### src/rtl/assert_macros.svh
// Assertion helpers used by psd_ctrl.
`ifndef ASSERT_MACROS_SVH
`define ASSERT_MACROS_SVH

// Same-cycle implication, checked on the rising edge outside reset.
`define ASSERT_IMPLIES(label, clk, rst_n, ante, cons, msg) \
    label: assert property (@(posedge clk) disable iff (!rst_n) (ante) |-> (cons)) \
        else $error(msg);

// Next-cycle implication, checked on the rising edge outside reset.
`define ASSERT_NEXT(label, clk, rst_n, ante, cons, msg) \
    label: assert property (@(posedge clk) disable iff (!rst_n) (ante) |=> (cons)) \
        else $error(msg);

`endif

### src/rtl/psd_pkg.sv
package psd_pkg;

    localparam int MAX_UNITS = 64;
    localparam int IDX_W     = $clog2(MAX_UNITS);
    localparam int CNT_W     = $clog2(MAX_UNITS + 1);
    localparam int CFG_IDX_W = 3;
    localparam int CFG_DATA_W = 64;

    typedef enum logic [1:0] {
        CMD_WORKER = 2'd0,
        CMD_LEADER = 2'd1,
        CMD_CLEAR  = 2'd2
    } command_t;

    typedef enum logic [1:0] {
        MODE_RESTART   = 2'd0,
        MODE_AT        = 2'd1,
        MODE_EXHAUSTED = 2'd2
    } mode_t;

    typedef enum logic [CFG_IDX_W-1:0] {
        CFG_UNIT_COUNT     = 3'd0,
        CFG_USE_VALID_MASK = 3'd1,
        CFG_VALID_MASK     = 3'd2,
        CFG_FIRST_PARTIAL  = 3'd3,
        CFG_LEADER         = 3'd4
    } cfg_index_t;

    typedef enum logic [1:0] {
        ST_IDLE,
        ST_SCAN,
        ST_AFTER,
        ST_EMIT
    } state_t;

    typedef struct packed {
        logic take;
        logic scan;
        logic after;
        logic emit;
    } dsp_cmd_t;

    typedef struct packed {
        logic direct;
        logic scan_found;
        logic scan_fail;
        logic after_end;
        logic out_free;
    } dsp_sts_t;

endpackage

### src/rtl/psd_ctrl.sv
`include "assert_macros.svh"

module psd_ctrl
    import psd_pkg::*;
(
    input  logic      clk,
    input  logic      rst_n,
    input  logic      req_valid,
    output logic      req_stall,
    input  dsp_sts_t  sts,
    output dsp_cmd_t  cmd
);

    state_t state_reg;
    state_t state_next;

    always_ff @(posedge clk or negedge rst_n)
    begin
        if (!rst_n)
        begin
            state_reg <= ST_IDLE;
        end
        else
        begin
            state_reg <= state_next;
        end
    end

    always_comb
    begin
        state_next = state_reg;
        case (state_reg)
            ST_IDLE:
            begin
                if (req_valid)
                begin
                    state_next = sts.direct ? ST_EMIT : ST_SCAN;
                end
            end
            ST_SCAN:
            begin
                if (sts.scan_fail)
                begin
                    state_next = ST_EMIT;
                end
                else if (sts.scan_found)
                begin
                    state_next = ST_AFTER;
                end
            end
            ST_AFTER:
            begin
                if (sts.after_end)
                begin
                    state_next = ST_EMIT;
                end
            end
            ST_EMIT:
            begin
                if (sts.out_free)
                begin
                    state_next = ST_IDLE;
                end
            end
            default:
            begin
                state_next = ST_IDLE;
            end
        endcase
    end

    always_comb
    begin
        cmd       = '0;
        req_stall = 1'b1;
        case (state_reg)
            ST_IDLE:
            begin
                req_stall = 1'b0;
                cmd.take  = req_valid;
            end
            ST_SCAN:
            begin
                cmd.scan = 1'b1;
            end
            ST_AFTER:
            begin
                cmd.after = 1'b1;
            end
            ST_EMIT:
            begin
                cmd.emit = sts.out_free;
            end
            default:
            begin
                cmd = '0;
            end
        endcase
    end

    `ASSERT_NEXT(a_take_leaves_idle, clk, rst_n, cmd.take, state_reg != ST_IDLE, "item completed in accept cycle")
    `ASSERT_IMPLIES(a_emit_needs_room, clk, rst_n, cmd.emit, sts.out_free, "result loaded over pending item")
    `ASSERT_NEXT(a_scan_holds, clk, rst_n, state_reg == ST_SCAN && !sts.scan_found && !sts.scan_fail, state_reg == ST_SCAN, "scan left without an outcome")

endmodule

### src/rtl/psd_dp.sv
module psd_dp
    import psd_pkg::*;
(
    input  logic                  clk,
    input  logic                  rst_n,
    input  dsp_cmd_t              cmd,
    output dsp_sts_t              sts,
    input  logic [1:0]            command,
    input  logic                  done_valid,
    input  logic [IDX_W-1:0]      done_index,
    output logic                  rsp_valid,
    input  logic                  rsp_stall,
    output logic [IDX_W-1:0]      assigned_index,
    output logic                  none_left,
    input  logic                  cfg_write,
    input  logic [CFG_IDX_W-1:0]  cfg_index,
    input  logic [CFG_DATA_W-1:0] cfg_data
);

    logic [CNT_W-1:0]     unit_count_reg;
    logic                 use_mask_reg;
    logic [MAX_UNITS-1:0] valid_mask_reg;
    logic [CNT_W-1:0]     first_partial_reg;
    logic                 leader_reg;

    logic [MAX_UNITS-1:0] marks_reg;
    logic [MAX_UNITS-1:0] marks_next;
    mode_t                mode_reg;
    mode_t                mode_next;
    logic [IDX_W-1:0]     ptr_reg;
    logic [IDX_W-1:0]     ptr_next;
    logic                 rsp_valid_reg;
    logic                 rsp_valid_next;

    logic [IDX_W-1:0]     cur_reg;
    logic [IDX_W-1:0]     cur_next;
    logic [CNT_W-1:0]     k_reg;
    logic [CNT_W-1:0]     k_next;
    logic                 at_start_reg;
    logic                 at_start_next;
    logic [CNT_W-1:0]     after_reg;
    logic [CNT_W-1:0]     after_next;
    logic [IDX_W-1:0]     res_idx_reg;
    logic [IDX_W-1:0]     res_idx_next;
    logic                 res_none_reg;
    logic                 res_none_next;
    logic [IDX_W-1:0]     out_idx_reg;
    logic                 out_none_reg;

    logic [CNT_W-1:0]     cnt_eff;
    logic                 serve;
    logic                 ptr_live;
    logic [CNT_W-1:0]     cur_inc;
    logic                 scan_hit;
    logic                 scan_fail;
    logic                 after_elig;
    logic                 after_past;

    function automatic logic eligible(
        input logic [CNT_W-1:0]     pos,
        input logic [CNT_W-1:0]     cnt,
        input logic                 use_mask,
        input logic [MAX_UNITS-1:0] mask
    );
        eligible = (pos < cnt) && (!use_mask || mask[pos[IDX_W-1:0]]);
    endfunction

    always_ff @(posedge clk or negedge rst_n)
    begin
        if (!rst_n)
        begin
            unit_count_reg    <= '0;
            use_mask_reg      <= 1'b0;
            valid_mask_reg    <= '0;
            first_partial_reg <= '0;
            leader_reg        <= 1'b0;
        end
        else if (cfg_write)
        begin
            case (cfg_index)
                CFG_UNIT_COUNT:     unit_count_reg    <= cfg_data[CNT_W-1:0];
                CFG_USE_VALID_MASK: use_mask_reg      <= cfg_data[0];
                CFG_VALID_MASK:     valid_mask_reg    <= cfg_data[MAX_UNITS-1:0];
                CFG_FIRST_PARTIAL:  first_partial_reg <= cfg_data[CNT_W-1:0];
                CFG_LEADER:         leader_reg        <= cfg_data[0];
                default:            leader_reg        <= leader_reg;
            endcase
        end
    end

    assign cnt_eff = (unit_count_reg > CNT_W'(MAX_UNITS)) ? CNT_W'(MAX_UNITS) : unit_count_reg;
    assign serve   = (command == CMD_WORKER) || ((command == CMD_LEADER) && leader_reg);
    assign ptr_live = (mode_reg == MODE_AT) && ({1'b0, ptr_reg} < cnt_eff);

    assign cur_inc   = {1'b0, cur_reg} + CNT_W'(1);
    assign scan_fail = (k_reg == cnt_eff);
    assign scan_hit  = !marks_reg[cur_reg]
                       && (eligible({1'b0, cur_reg}, cnt_eff, use_mask_reg, valid_mask_reg)
                           || ((k_reg == '0) && at_start_reg));
    assign after_past = (after_reg >= cnt_eff);
    assign after_elig = eligible(after_reg, cnt_eff, use_mask_reg, valid_mask_reg);

    assign sts.direct     = !serve || (mode_reg == MODE_EXHAUSTED);
    assign sts.scan_found = !scan_fail && scan_hit;
    assign sts.scan_fail  = scan_fail;
    assign sts.after_end  = after_past || after_elig;
    assign sts.out_free   = !rsp_valid_reg || !rsp_stall;

    always_comb
    begin
        marks_next    = marks_reg;
        mode_next     = mode_reg;
        ptr_next      = ptr_reg;
        cur_next      = cur_reg;
        k_next        = k_reg;
        at_start_next = at_start_reg;
        after_next    = after_reg;
        res_idx_next  = res_idx_reg;
        res_none_next = res_none_reg;

        if (cmd.take)
        begin
            if (serve && done_valid && ({1'b0, done_index} < CNT_W'(MAX_UNITS)))
            begin
                marks_next[done_index] = 1'b1;
            end
            if (command == CMD_CLEAR)
            begin
                marks_next = '0;
                mode_next  = MODE_RESTART;
                ptr_next   = '0;
            end
            res_idx_next  = '0;
            res_none_next = 1'b1;
            cur_next      = ptr_live ? ptr_reg : '0;
            k_next        = '0;
            at_start_next = ptr_live;
        end

        if (cmd.scan)
        begin
            if (scan_fail)
            begin
                mode_next     = MODE_EXHAUSTED;
                res_idx_next  = '0;
                res_none_next = 1'b1;
            end
            else if (scan_hit)
            begin
                res_idx_next  = cur_reg;
                res_none_next = 1'b0;
                after_next    = cur_inc;
                if ({1'b0, cur_reg} < first_partial_reg)
                begin
                    marks_next[cur_reg] = 1'b1;
                end
            end
            else
            begin
                cur_next = (cur_inc == cnt_eff) ? '0 : cur_inc[IDX_W-1:0];
                k_next   = k_reg + CNT_W'(1);
            end
        end

        if (cmd.after)
        begin
            if (after_past)
            begin
                mode_next = MODE_RESTART;
                ptr_next  = '0;
            end
            else if (after_elig)
            begin
                mode_next = MODE_AT;
                ptr_next  = after_reg[IDX_W-1:0];
            end
            else
            begin
                after_next = after_reg + CNT_W'(1);
            end
        end
    end

    assign rsp_valid_next = cmd.emit || (rsp_valid_reg && rsp_stall);

    always_ff @(posedge clk or negedge rst_n)
    begin
        if (!rst_n)
        begin
            marks_reg     <= '0;
            mode_reg      <= MODE_RESTART;
            ptr_reg       <= '0;
            rsp_valid_reg <= 1'b0;
        end
        else
        begin
            marks_reg     <= marks_next;
            mode_reg      <= mode_next;
            ptr_reg       <= ptr_next;
            rsp_valid_reg <= rsp_valid_next;
        end
    end

    always_ff @(posedge clk)
    begin
        cur_reg      <= cur_next;
        k_reg        <= k_next;
        at_start_reg <= at_start_next;
        after_reg    <= after_next;
        res_idx_reg  <= res_idx_next;
        res_none_reg <= res_none_next;
        if (cmd.emit)
        begin
            out_idx_reg  <= res_idx_reg;
            out_none_reg <= res_none_reg;
        end
    end

    assign rsp_valid      = rsp_valid_reg;
    assign assigned_index = out_idx_reg;
    assign none_left      = out_none_reg;

endmodule

### src/rtl/parallel_subplan_dispatcher.sv
// Work-unit dispatcher for parallel workers.
// Request channel (req_valid / req_stall): command, done_valid, done_index.
// An item is taken when req_valid is high and req_stall is low. Worker and
// served leader requests record the reported finished unit, then search.
// Response channel (rsp_valid / rsp_stall): assigned_index, none_left, one
// item per request, in order. The response sits in an output register and
// holds while rsp_stall is high; the next request is not taken until the
// current one has been placed in that register.
// Clear, unused and unserved leader commands, and requests once the pointer
// is exhausted, go from the accept state straight to the emit state. A search
// walks the finished marks one unit a cycle, then walks to the next eligible
// unit for the pointer before the emit state; a search that finds nothing
// goes to the emit state once every unit has been passed.
// A new request can be taken in the cycle after its predecessor's response
// is loaded; requests are not overlapped.
// Configuration (cfg_valid / cfg_ready, cfg_index, cfg_data): cfg_ready is
// always high; write only while no request is in flight.
// Reset (rst_n low, asynchronous): state, configuration and marks clear,
// pointer restarts at unit 0, no response pending; data regs are not reset.
module parallel_subplan_dispatcher
    import psd_pkg::*;
(
    input  logic                  clk,
    input  logic                  rst_n,
    input  logic                  req_valid,
    output logic                  req_stall,
    input  logic [1:0]            command,
    input  logic                  done_valid,
    input  logic [IDX_W-1:0]      done_index,
    output logic                  rsp_valid,
    input  logic                  rsp_stall,
    output logic [IDX_W-1:0]      assigned_index,
    output logic                  none_left,
    input  logic                  cfg_valid,
    output logic                  cfg_ready,
    input  logic [CFG_IDX_W-1:0]  cfg_index,
    input  logic [CFG_DATA_W-1:0] cfg_data
);

    dsp_cmd_t cmd;
    dsp_sts_t sts;

    assign cfg_ready = 1'b1;

    psd_ctrl u_ctrl (
        .clk       (clk),
        .rst_n     (rst_n),
        .req_valid (req_valid),
        .req_stall (req_stall),
        .sts       (sts),
        .cmd       (cmd)
    );

    psd_dp u_dp (
        .clk            (clk),
        .rst_n          (rst_n),
        .cmd            (cmd),
        .sts            (sts),
        .command        (command),
        .done_valid     (done_valid),
        .done_index     (done_index),
        .rsp_valid      (rsp_valid),
        .rsp_stall      (rsp_stall),
        .assigned_index (assigned_index),
        .none_left      (none_left),
        .cfg_write      (cfg_valid && cfg_ready),
        .cfg_index      (cfg_index),
        .cfg_data       (cfg_data)
    );

endmodule

### config.mk
export PLATFORM = sky130hd
export DESIGN_NAME = parallel_subplan_dispatcher
export DESIGN_NICKNAME = d
export VERILOG_FILES = /design/src/rtl/psd_pkg.sv /design/src/rtl/psd_ctrl.sv /design/src/rtl/psd_dp.sv /design/src/rtl/parallel_subplan_dispatcher.sv
export VERILOG_INCLUDE_DIRS = /design/src /design/src/rtl
export SDC_FILE = /design/constraint.sdc
export NUM_CORES = 1
export LEC_CHECK = 0
export BUFFER_PORTS_ARGS = -buffer_cell sky130_fd_sc_hd__buf_4
export CAP_MARGIN = 30
export CORE_AREA = 3 3 164 166
export DETAILED_ROUTE_END_ITERATION = 8
export DIE_AREA = 0 0 167 169
export PLACE_DENSITY = 0.58
export RECOVER_POWER = 25
export SKIP_CTS_REPAIR_TIMING = 1
export SLEW_MARGIN = 0
export SYNTH_ARGS = -nofsm -noshare
export SYNTH_HDL_FRONTEND = slang
export SYNTH_SLANG_ARGS = --single-unit
### constraint.sdc
create_clock -name clk -period 3.9 [get_ports clk]
set_input_delay 0.39 -clock clk [delete_from_list [all_inputs] [get_ports clk]]
set_output_delay 0.39 -clock clk [all_outputs]
set_load 0.01 [all_outputs]
## Yosys cells after proc, flatten, opt, wreduce, memory -nomap -nowiden

Cells that the tools add are included.

| storage, ports and cells | value |
|---|---|
| input bits | 81 |
| bits in registers | 190 |
| output and inout port bits | 10 |
| logic and storage cells | 152 |

| operators by class | value |
|---|---|
| multiplexer cells | 66 |
| eq/ne operators | 17 |
| reduce and logical (&&, ||, !) cells | 35 |
| bitwise logic cells | 2 |
| magnitude comparators | 11 |
| $add $sub $neg | 3 |

Operator list:

| operator | count |
|---|---|
| $mux 64 | 7 |
| $or 64x64->64 | 2 |
| $mux 6 | 15 |
| $mux 7 | 11 |
| $mux 2 | 13 |
| $lt 6x7->1 | 3 |
| $lt 6x7->1 const B | 3 |
| $bmux 1 s6 | 3 |
| $add 7x1->7 const B | 2 |
| $eq 7x7->1 | 2 |
| $mux 1 | 14 |
| $demux 1 s6 | 2 |
| $ge 6x1->1 const B | 2 |
| $logic_and 1x1->1 | 11 |
| $reduce_and 2->1 | 5 |
| $eq 2x2->1 const B | 4 |
| $logic_or 1x1->1 | 8 |
| $pmux 2 s4 | 1 |
| $add 6x1->7 const B | 1 |
| $ge 7x7->1 | 1 |
| $gt 7x7->1 const B | 1 |
| $logic_not 7->1 | 1 |
| $lt 7x7->1 | 1 |
| $eq 2x1->1 const B | 3 |
| 10 further kinds | 18 |

## Logic depth before layout (Yosys ltp)

Gate-level depths: netlist of run 1.

| depth | value |
|---|---|
| word-level depth | 13 |
| mapped depth | 14 |
| depth with buffers taken out | 11 |

## Cells and area by module

A second synthesis of run 1 with hierarchy kept.

| unflattened totals | value |
|---|---|
| cells, all modules | 1023 |
| area, all modules | 10975.5 um^2 |

By module, submodules not included:

| module | cells an instance | seq. area each (um^2) | times used | area each (um^2) |
|---|---|---|---|---|
| psd_dp | 992 | 4609.4 | 1 | 10719.0 |
| psd_ctrl | 29 | 50.0 | 1 | 245.2 |
| parallel_subplan_dispatcher | 2 | 0.0 | 1 | 11.3 |

## Least setup slack after synthesis of run 1

Ideal clock, no wire load.

| timing path | value |
|---|---|
| path kind | register -> register |
| start | reg u_dp.unit_count_reg[6] |
| end | reg u_dp.res_idx_reg[3] |
| period minus slack after synthesis | 3.203 ns |
| path buffers | 2 |
| required time | 3.783 ns |
| slack | 0.697 ns |
| arrival | 3.085 ns |
| cell stages (with the launch flop) | 14 |
| cell sequence | dfrtp_1 clkbuf_1 clkinv_1 nand2_1 ha_1 nor2b_1 o21a_1 o21a_1 o21a_1 o311a_1 o311a_1 buf_4 nand2b_1 a32o_1 |

| on the way | value |
|---|---|
| word-level cells in the longest chain between the ends | 9 |
| elaborated cells between the ends (all ways) | 10 |

Ends and longest elaborated chain:

| element | RTL line | RTL |
|---|---|---|
| start: declaration | psd_dp.sv:20 | `logic [CNT_W-1:0] unit_count_reg;` |
| start signal: assignment | psd_dp.sv:81 | `CFG_UNIT_COUNT: unit_count_reg <= cfg_data[CNT_W-1:0];` |
| $gt 7x7->1 | psd_dp.sv:91 | `assign cnt_eff = (unit_count_reg > CNT_W'(MAX_UNITS)) ? CNT_W'(MAX_UNITS) : unit_count_reg;` |
| $mux 7 * | psd_dp.sv:91 |  |
| $lt 6x7->1 | psd_dp.sv:65 | `eligible = (pos < cnt) && (!use_mask \|\| mask[pos[IDX_W-1:0]]);` |
| $logic_and 1x1->1 | psd_dp.sv:65 |  |
| $logic_or 1x1->1 | psd_dp.sv:99 | `\|\| ((k_reg == '0) && at_start_reg));` |
| $logic_and 1x1->1 | psd_dp.sv:98 | `&& (eligible({1'b0, cur_reg}, cnt_eff, use_mask_reg, valid_mask_reg)` |
| $mux 6 | psd_dp.sv:148 | `else if (scan_hit)` |
| $mux 6 * | psd_dp.sv:142 | `if (scan_fail)` |
| $mux 6 * | psd_dp.sv:140 | `if (cmd.scan)` |
| via u_dp.res_idx_next[3] | psd_dp.sv:44 | `logic [IDX_W-1:0] res_idx_next;` |
| end signal: assignment | psd_dp.sv:210 | `res_idx_reg <= res_idx_next;` |
| end: declaration | psd_dp.sv:43 | `logic [IDX_W-1:0] res_idx_reg;` |

The timed path passes the listed nets; every way through them passes the cells marked *.
A chain may end at the register's enable or synchronous reset.

## Final worst setup path of run 1

| timing path | value |
|---|---|
| start | reg u_dp.cur_reg[2] |
| end | reg u_dp.cur_reg[2] |

| on the way | value |
|---|---|
| word-level cells in the longest chain between the ends | 9 |
| elaborated cells between the ends (all ways) | 17 |

Ends and longest elaborated chain:

| element | RTL line | RTL |
|---|---|---|
| start: declaration | psd_dp.sv:35 | `logic [IDX_W-1:0] cur_reg;` |
| start signal: assignment | psd_dp.sv:206 | `cur_reg <= cur_next;` |
| $bmux 1 s6 | psd_dp.sv:65 |  |
| $mux 1 (not written as such) | psd_dp.sv:65 |  |
| $logic_or 1x1->1 | psd_dp.sv:65 |  |
| $logic_and 1x1->1 | psd_dp.sv:65 |  |
| $logic_or 1x1->1 | psd_dp.sv:99 |  |
| $logic_and 1x1->1 | psd_dp.sv:98 |  |
| $mux 6 | psd_dp.sv:148 |  |
| $mux 6 | psd_dp.sv:142 |  |
| $mux 6 * | psd_dp.sv:140 |  |
| via u_dp.cur_next[2] | psd_dp.sv:36 | `logic [IDX_W-1:0] cur_next;` |

The timed path passes the listed nets; every way through them passes the cells marked *. The select of a mux whose other input is x is not followed.

==> impl.org, run 1 <==
** Status
- The run finished, with violations left.
- Failing checks :: capacitance limit, slew limit

** Synth
- Primary FF master, synth :: sky130_fd_sc_hd__dfrtp_1
- Synth async-reset ratio :: 81.6%
- Number of flip-flops and latches in the synthesized netlist :: 190
- Synthesized instance count :: 997
- Nets in the synthesized netlist :: 1,110
- Syn avg cell area :: 10.8 µm²
- Sequential area share after synthesis :: 43.5%
- Summed instance area of the synthesized netlist :: 0.0107 mm²
- Number of synthesized flops with an enable pin :: 8
- The Yosys step of the flow raised 0 warnings.
- The synthesized netlist contains 71 unique library cells.

** Placement
- Routability-driven placement finished with a final weighted congestion of 0.920.
- Dpl ws :: 278 ps
- In this run the tool buffered the top-level ports with 89 buffer cells.
- The wire-length estimate of the detail-placed layout is 22.6 mm.

** Drt
- The first detailed-routing pass ran for 5 iterations.
- Number of DRC markers after the initial detailed-route iteration :: 767
- For this block, the via count after detailed routing is 8,622.
- WL final :: 31.6 mm
- Remaining antenna violation count :: 0
- For this run, design rule violations remaining after detail routing come to 0.
- Vias per cell :: 6.06
- Dividing the detail-routed wire length by the instance count gives 22.2 µm.

** Timing
- At the pin with the least slew margin, the transition time is 1990 ps.
- Setup Skew :: 11.4 ps
- Timing would allow up to 0.274 GHz.
- The total count of hold-check failures in the final report came to 0.
- RSZ-0062 raised after global routing :: false
- Final worst path period share :: 93.4%
- Across all hold checks on the routed design, the worst slack comes to 172 ps.
- Final setup viols :: 0
- Setup slack closes at 256 ps.
- In this run the tightest slew margin relative to its limit is -32.5%.
- After routing, the total negative slack on setup checks comes to 0 ps.
- The number of pins exceeding their max-slew limit in the final report was 158.
- The worst path in the final design needs a cycle of 3640 ps, including I/O delays and setup.

** Finish
- Final nets :: 1,187
- N_diodes :: 0
- At the end of the flow the core is filled with cells to 48.3%.
- Layout-stage area growth over the synthesis result :: 16.1%
- Share of cells above drive strength 1 :: 28.2%
- After filler insertion, the fill cell instance count of the layout stands at 2,400.

** Global routing
- Tot GR Track Use :: 22.4%
- The first global-routing pass estimated 50.0 mm of wire.
- The number of antenna violations at the first check in global routing is 1.
- Entering global routing, the biggest net connects 81 pins.
- The via count of the first global-routing pass was 8,537.
- Total gr overflow :: 0

** Setup path
- Worst reg-to-reg path cell count :: 9
- Kind of end point of the critical path :: flop
- Required time reported for the critical path endpoint :: 4220 ps
- In this design, the largest share of critical-path delay is due to compound AO/OA/AOI/OAI gates.
- The largest individual stage delay along the critical path comes from the cell sky130_fd_sc_hd__dfxtp_2.
- Series of cell instances along the critical path :: mux2i_1 -> mux4_2 -> o21a_1 -> a221oi_1 -> o211a_1 -> o311a_1 -> buf_4 -> nor3_1 -> a221o_1
- Type of the worst setup path :: flop to flop
- The setup check on the worst reg-to-reg path leaves a slack of 260 ps.
- Along the worst path, the maximum fanout reaches 21.
- The critical path runs through a total of 9 cells.
- Data arrival at the endpoint of the critical path :: 3970 ps
- Critical path startpoint category :: flop
- Stage delay of the slowest cell on the critical path :: 750 ps
- Worst Path Buf+Inv :: 1

** Clock tree
- Clock slew at reported path FFs :: 70 ps
- CTS saw 190 sinks.
- Clock tree from TritonCTS :: built
- H-tree depth :: 4
- Buffer cell driving the clock tree root :: sky130_fd_sc_hd__clkbuf_16
- Insertion delay to the later sink of the worst-skew pair :: 440 ps
- In this run, CTS created clock tree buffers numbering 17.
- Counting along the longest clock path gives a buffer depth of 2.

** Power
- In this run the static leakage power is 5.16 nW.
- Power density of the placed cells :: 785 mW/mm²
- Peak supply drop :: 0.306 mV

** Floorplan
- 91 I/O pins were placed.
- Height of the die :: 169 µm
- Std-Cell Rows :: 59
- For this configuration, the core starts out at a cell density of 41.6%.
- The core region is 0.0258 mm².
- The floorplan step defined a die boundary enclosing 0.0282 mm².
- Die span in x :: 167 µm

** Hold path
- Worst min-delay path category :: primary input to flop
- Hold path cells :: 2

** Run
- Across the run, the number of max-cap violations was 2.
[Yosys cell counts (27+ instances only)]
cell type	count	share of area, %
sky130_fd_sc_hd__mux4_2	29	6.1
sky130_fd_sc_hd__clkbuf_1	36	1.3
sky130_fd_sc_hd__nand3_1	27	1.3
sky130_fd_sc_hd__dfrtp_1	155	36
sky130_fd_sc_hd__a21oi_1	75	3.5
sky130_fd_sc_hd__mux2_2	93	9.8
sky130_fd_sc_hd__o21ai_0	41	1.9
sky130_fd_sc_hd__dfxtp_1	27	5.0
sky130_fd_sc_hd__ha_1	32	3.7
sky130_fd_sc_hd__mux2i_1	29	2.7
sky130_fd_sc_hd__nor2_1	40	1.4
sky130_fd_sc_hd__o32ai_1	39	3.2
sky130_fd_sc_hd__nand2_1	68	2.4
[cells in the final DEF, fill, tap and decap left out, drive strengths merged, types with 5 or more instances in the layout]
master and count:
nand3 27, clkbuf 20, edfxtp 8, nor3 17, o21ai 42, a21oi 75, a221oi 8, a21o 11
o32ai 39, o21a 5, nand2 68, dfrtp 155, a32o 6, a22o 7, and2 5, o31ai 5
mux2i 29, mux2 94, xor2 8, a211oi 6, nor2 40, and3b 6, nor3b 9, a31oi 8
inv 34, o2111ai 9, clkinv 5, o22ai 19, and3 7, buf 130, mux4 29, dfxtp 27
nand2b 14, ha 32, nor2b 14, nand4 5
[kinds of logic (layout without fill, tap and decap cells)]
kind of cell / after synthesis / after routing / synth area share [%]
compound gates: 273 / 273 / 17.5
simple gates: 235 / 235 / 11.4
fa+ha+maj: 32 / 32 / 3.73
mux: 152 / 152 / 18.7
flops: 190 / 190 / 43.5
xor+xnor: 12 / 12 / 0.980
other cells: 1 / 1 / 0.0350
buf+inv: 102 / 192 / 4.15
[final cells by class]
cell class	instances	area [µm²]	share of cell area, %
Clock buffer	18	450	3.62
Clock inverter	14	170	1.37
Inverter	28	105	0.845
Multi-Input combinational cell	705	5640	45.3
Sequential cell	190	4670	37.5
Tap cell	335	419	3.37
Timing Repair Buffer	132	996	8.00
[path summary, 6_finish.rpt]
check	endpoint	startpoint
setup / recovery	u_dp.cur_reg[2]	u_dp.cur_reg[2]
hold / removal	u_dp.rsp_valid	rsp_stall
setup reg to reg	u_dp.cur_reg[2]	u_dp.cur_reg[2]
hold reg to reg	u_dp.assigned_index[0]	u_dp.res_idx_reg[0]
max in group asynchronous	u_dp.marks_reg[61]	rst_n
min in group asynchronous	u_dp.unit_count_reg[3]	rst_n
[metrics by stage]
stage / power (mW) / instances / cell area [µm²]
after global routing: 10.4 / 1422 / 12400
after CTS: 9.75 / 1422 / 12500
final: 9.77 / 1422 / 12400
after detailed placement: 7.86 / 1390 / 11800
after global placement: 7.81 / 1389 / 11800
after floorplan: 6.46 / 997 / 10700
[report_power, final]
part / switching, mW / internal [mW] / leakage (nW) / total [mW]
clock network: 0.856 / 1.01 / 0.304 / 1.87
registers: 0.819 / 2.70 / 2.21 / 3.52
logic: 2.28 / 2.10 / 2.64 / 4.38
total: 3.95 / 5.81 / 5.16 / 9.77
[metal layers]
metal	track usage, %	vias up	routed length, µm
met2	34.7	308	14100
met1	32.3	4326	15000
li1	-	3937	-
met5	0	-	51
met4	6.71	2	704
met3	3.76	49	1720
Power figures use the tool's default switching activity.
==> run 2: changes to the inputs <==
--- a/config.mk
+++ b/config.mk
@@ -8,9 +8,9 @@
 export LEC_CHECK = 0
 export BUFFER_PORTS_ARGS = -buffer_cell sky130_fd_sc_hd__buf_4
 export CAP_MARGIN = 30
-export CORE_AREA = 3 3 164 166
+export CORE_AREA = 3 3 173 158
 export DETAILED_ROUTE_END_ITERATION = 8
-export DIE_AREA = 0 0 167 169
+export DIE_AREA = 0 0 176 161
 export PLACE_DENSITY = 0.58
 export RECOVER_POWER = 25
 export SKIP_CTS_REPAIR_TIMING = 1
==> impl.org, run 2 (same netlist as run 1, synthesis figures left out) <==
** Status
- Run status :: finished with violations
- Failing checks :: capacitance limit, slew limit

** Setup path
- In this run the critical register-to-register path is launched from u_dp.cur_reg[2].
- The count of cells along the worst register-to-register path is 9 (unchanged).
- By startpoint and endpoint, the worst setup path is classified as flop to flop.
- Worst setup endpoint :: u_dp.k_reg[2]
- CP startpoint :: u_dp.cur_reg[2]
- The data required time at the worst endpoint came to 4280 ps (+60 ps).
- Number of cells on the critical path :: 9 (unchanged)
- In this run the critical register-to-register path is captured at u_dp.k_reg[2].
- Worst path most repeated cell :: sky130_fd_sc_hd__a221oi_1
- The worst setup path is launched from a flop.
- The combined buffer and inverter count along the critical path was 2 (+1).
- Stage delay of the slowest cell on the critical path :: 800 ps (+50 ps)
- The kind of cell with the highest combined delay along the critical path is compound AO/OA/AOI/OAI gates.
- Data arrival at the endpoint of the critical path :: 4090 ps (+120 ps)
- Largest fanout on the critical path :: 28 (+33%)
- Series of cell instances along the critical path :: inv_1 -> a221oi_1 -> o221ai_1 -> a221oi_1 -> o211a_1 -> o311a_1 -> buf_4 -> mux2_2 -> mux2i_1
- The worst setup path is captured at a flop.
- The slowest stage of the critical path is the sky130_fd_sc_hd__dfxtp_2 cell.
- Setup slack on the worst flop-to-flop path :: 190 ps (-70 ps)

** Placement
- The placed cell area was 0.0119 mm² (+0.37%).
- Input/output buffers :: 89 (unchanged)
- Final Wtd Congestion :: 0.930 (+1.1%)
- The HPWL after detailed placement is 22.3 mm (-1.2%).
- Dpl ws :: 292 ps (+13.5 ps)

** Drt
- Post-detailed-route wirelength per cell :: 21.8 µm (-2.0%)
- The via count normalized by instance count came to 6.05 (-0.25%).
- Vias post-DR :: 8,679 (+0.66%)
- The number of nets still failing antenna checks after routing came to 0 (unchanged).
- WL final :: 31.2 mm (-1.1%)
- The count of unresolved DRC violations after routing was 0 (unchanged).
- Number of detailed-routing iterations run before antenna repair :: 6 (+1)
- Number of DRC markers after the initial detailed-route iteration :: 919 (+20%)

** Global routing
- Tot GR Track Use :: 22.2% (-0.11 points)
- Global-route wire length before repair :: 49.5 mm (-0.94%)
- The maximum number of pins on one net before global-route repair is 82 (+1.2%).
- Total gr overflow :: 0 (unchanged)
- The via count of the first global-routing pass is 8,434 (-1.2%).
- The number of antenna violations at the first check in global routing is 0 (-1).

** Power
- Leakage power figure :: 5.16 nW (+0.12%)
- The clock network fraction of total power is 18.6% (-0.5 points).
- Peak supply drop :: 0.333 mV (+8.9%)
- Sw Share :: 41.3% (+0.81 points)
- The reported net switching power was 4.04 mW (+2.2%).
- Internal Dissipation :: 5.75 mW (-1.2%)
- Seq pwr share :: 35.6% (-0.5 points)
- Power density of the placed cells :: 784 mW/mm² (-0.13%)
- Total power :: 9.79 mW (+0.22%)
- The combinational share of power came to 45.8% (+1.0 points).

** Timing
- The total count of hold-check failures in the final report came to 0 (unchanged).
- Worst hold slack :: 155 ps (-16.8 ps)
- The portion of the clock cycle consumed by the worst path in the final layout was 95.1% (+1.7 points).
- RSZ-0062 raised after global routing :: false
- Post-route minimum period :: 3710 ps (+66.6 ps)
- Final setup viols :: 0 (unchanged)
- The actual transition at the worst max-transition pin is 2020 ps (+31.6 ps).
- Final worst slack :: 190 ps (-66.6 ps)
- The number of pins exceeding their max-slew limit in the final report is 75 (-53%).
- The relative slew slack was -34.6% (-2.1 points).
- Setup Skew :: 17.4 ps (+6.07 ps)
- TNS Setup :: 0 ps (unchanged)
- The highest attainable clock frequency came to 0.270 GHz (-1.8%).

** Finish
- The fraction of final layout cells sized beyond drive strength 1 is 28.2% (unchanged).
- Leaving out fill and tap cells, the most frequent cells in the layout are sky130_fd_sc_hd__dfrtp_1 (155), sky130_fd_sc_hd__buf_4 (126), sky130_fd_sc_hd__mux2_2 (93), sky130_fd_sc_hd__a21oi_1 (75), sky130_fd_sc_hd__nand2_1 (68).
- Leaving out fill and tap cells, the most frequent cell in the layout is sky130_fd_sc_hd__dfrtp_1.
- The antenna diode count was 0 (unchanged).
- Post-Layout Inst Area :: 0.0125 mm² (+0.35%)
- The number of nets in the final layout came to 1,187 (unchanged).
- From synthesis to final layout, the design area changed by 16.5%.

** Clock tree
- Maximum buffer depth of the clock tree :: 2 (unchanged)
- The clock-pin slew on the worst setup and hold paths is 80 ps (about the same).
- Buffer cell driving the clock tree root :: sky130_fd_sc_hd__clkbuf_16
- The clock insertion delay at the later pin of the skew report was 450 ps (about the same).
- TritonCTS built the clock tree.
- The H-tree depth reported by CTS is 4 (unchanged).
- The total clock buffers created by CTS was 17 (unchanged).
- Number of sinks on the clock net :: 190 (unchanged)

** Run
- Number of maximum-capacitance constraint violations :: 1 (-1)

** Floorplan
- Std-Cell Rows :: 56 (-5.1%)
- The die width was 176 µm (+5.4%).
- The number of ports placed on the die boundary is 91 (unchanged).
- Overall die area :: 0.0283 mm² (+0.40%)
- Std-Cell Core Area :: 0.0259 mm² (+0.35%)
- The initial core utilization was 41.5% (-0.15 points).
- The height of the chip came to 161 µm (-4.7%).

** Hold path
- Worst min-delay path category :: primary input to flop
[run 2: power groups by stage]
stage / Combinational, mW / Clock (mW) / Sequential (mW)
final: 4.48 / 1.82 / 3.49
after global routing: 4.88 / 1.93 / 3.58
after CTS: 4.44 / 1.85 / 3.47
after detailed placement: 4.41 / 0 / 3.50
after global placement: 4.37 / 0 / 3.49
after floorplan: 3.37 / 0 / 3.09
[run 2: worst min-delay path by stage]
stage / end / start / slack [ps] / cells after the start
final: u_dp.valid_mask_reg[53] / cfg_data[53] / 160 / 3
after global routing: u_dp.valid_mask_reg[43] / cfg_data[43] / 140 / 2
after CTS: u_dp.unit_count_reg[4] / rst_n / -1 / 1
after detailed placement: u_dp.assigned_index[0] / u_dp.res_idx_reg[0] / 430 / 0
after global placement: u_dp.none_left / u_dp.res_none_reg / 430 / 0
after floorplan: u_ctrl.state_reg[0] / rst_n / 90 / 0
[run 2: cell type report]
type                    count  area (µm²)
clock buffers              18         450
repair buffers            132        1040
clock inverters            14         158
multi-input cells         705        5640
flip-flops and latches    190        4660
well taps                 348         435
inverters                  28         105
fillers                  2388       13400
[run 2: per-layer routing]
| layer | wire (µm) | track usage, % | share of wire [%] | vias up |
|---|---|---|---|---|
| met1 | 14900 | 34.1 | 48 | 4318 |
| met4 | 454 | 4.64 | 1.5 | 0 |
| met2 | 13800 | 32.9 | 44 | 376 |
| met5 | 0 | 0 | 0 | - |
| li1 | - | - | - | 3942 |
| met3 | 2090 | 4.21 | 6.7 | 43 |
[run 2: per-stage QoR]
step	instances	utilization, %
final	1435	48.3
after global routing	1435	48.3
after CTS	1435	48.3
after detailed placement	1403	46.0
after global placement	1403	46.0
after floorplan	997	-
[run 2: worst reg2reg max path, cell delays in order, from the launching register on]
cell,delay (ps)
sky130_fd_sc_hd__dfxtp_2,800
sky130_fd_sc_hd__inv_1,390
sky130_fd_sc_hd__a221oi_1,290
sky130_fd_sc_hd__o221ai_1,150
sky130_fd_sc_hd__a221oi_1,420
sky130_fd_sc_hd__o211a_1,290
sky130_fd_sc_hd__o311a_1,550
sky130_fd_sc_hd__buf_4,300
sky130_fd_sc_hd__mux2_2,350
sky130_fd_sc_hd__mux2i_1,120
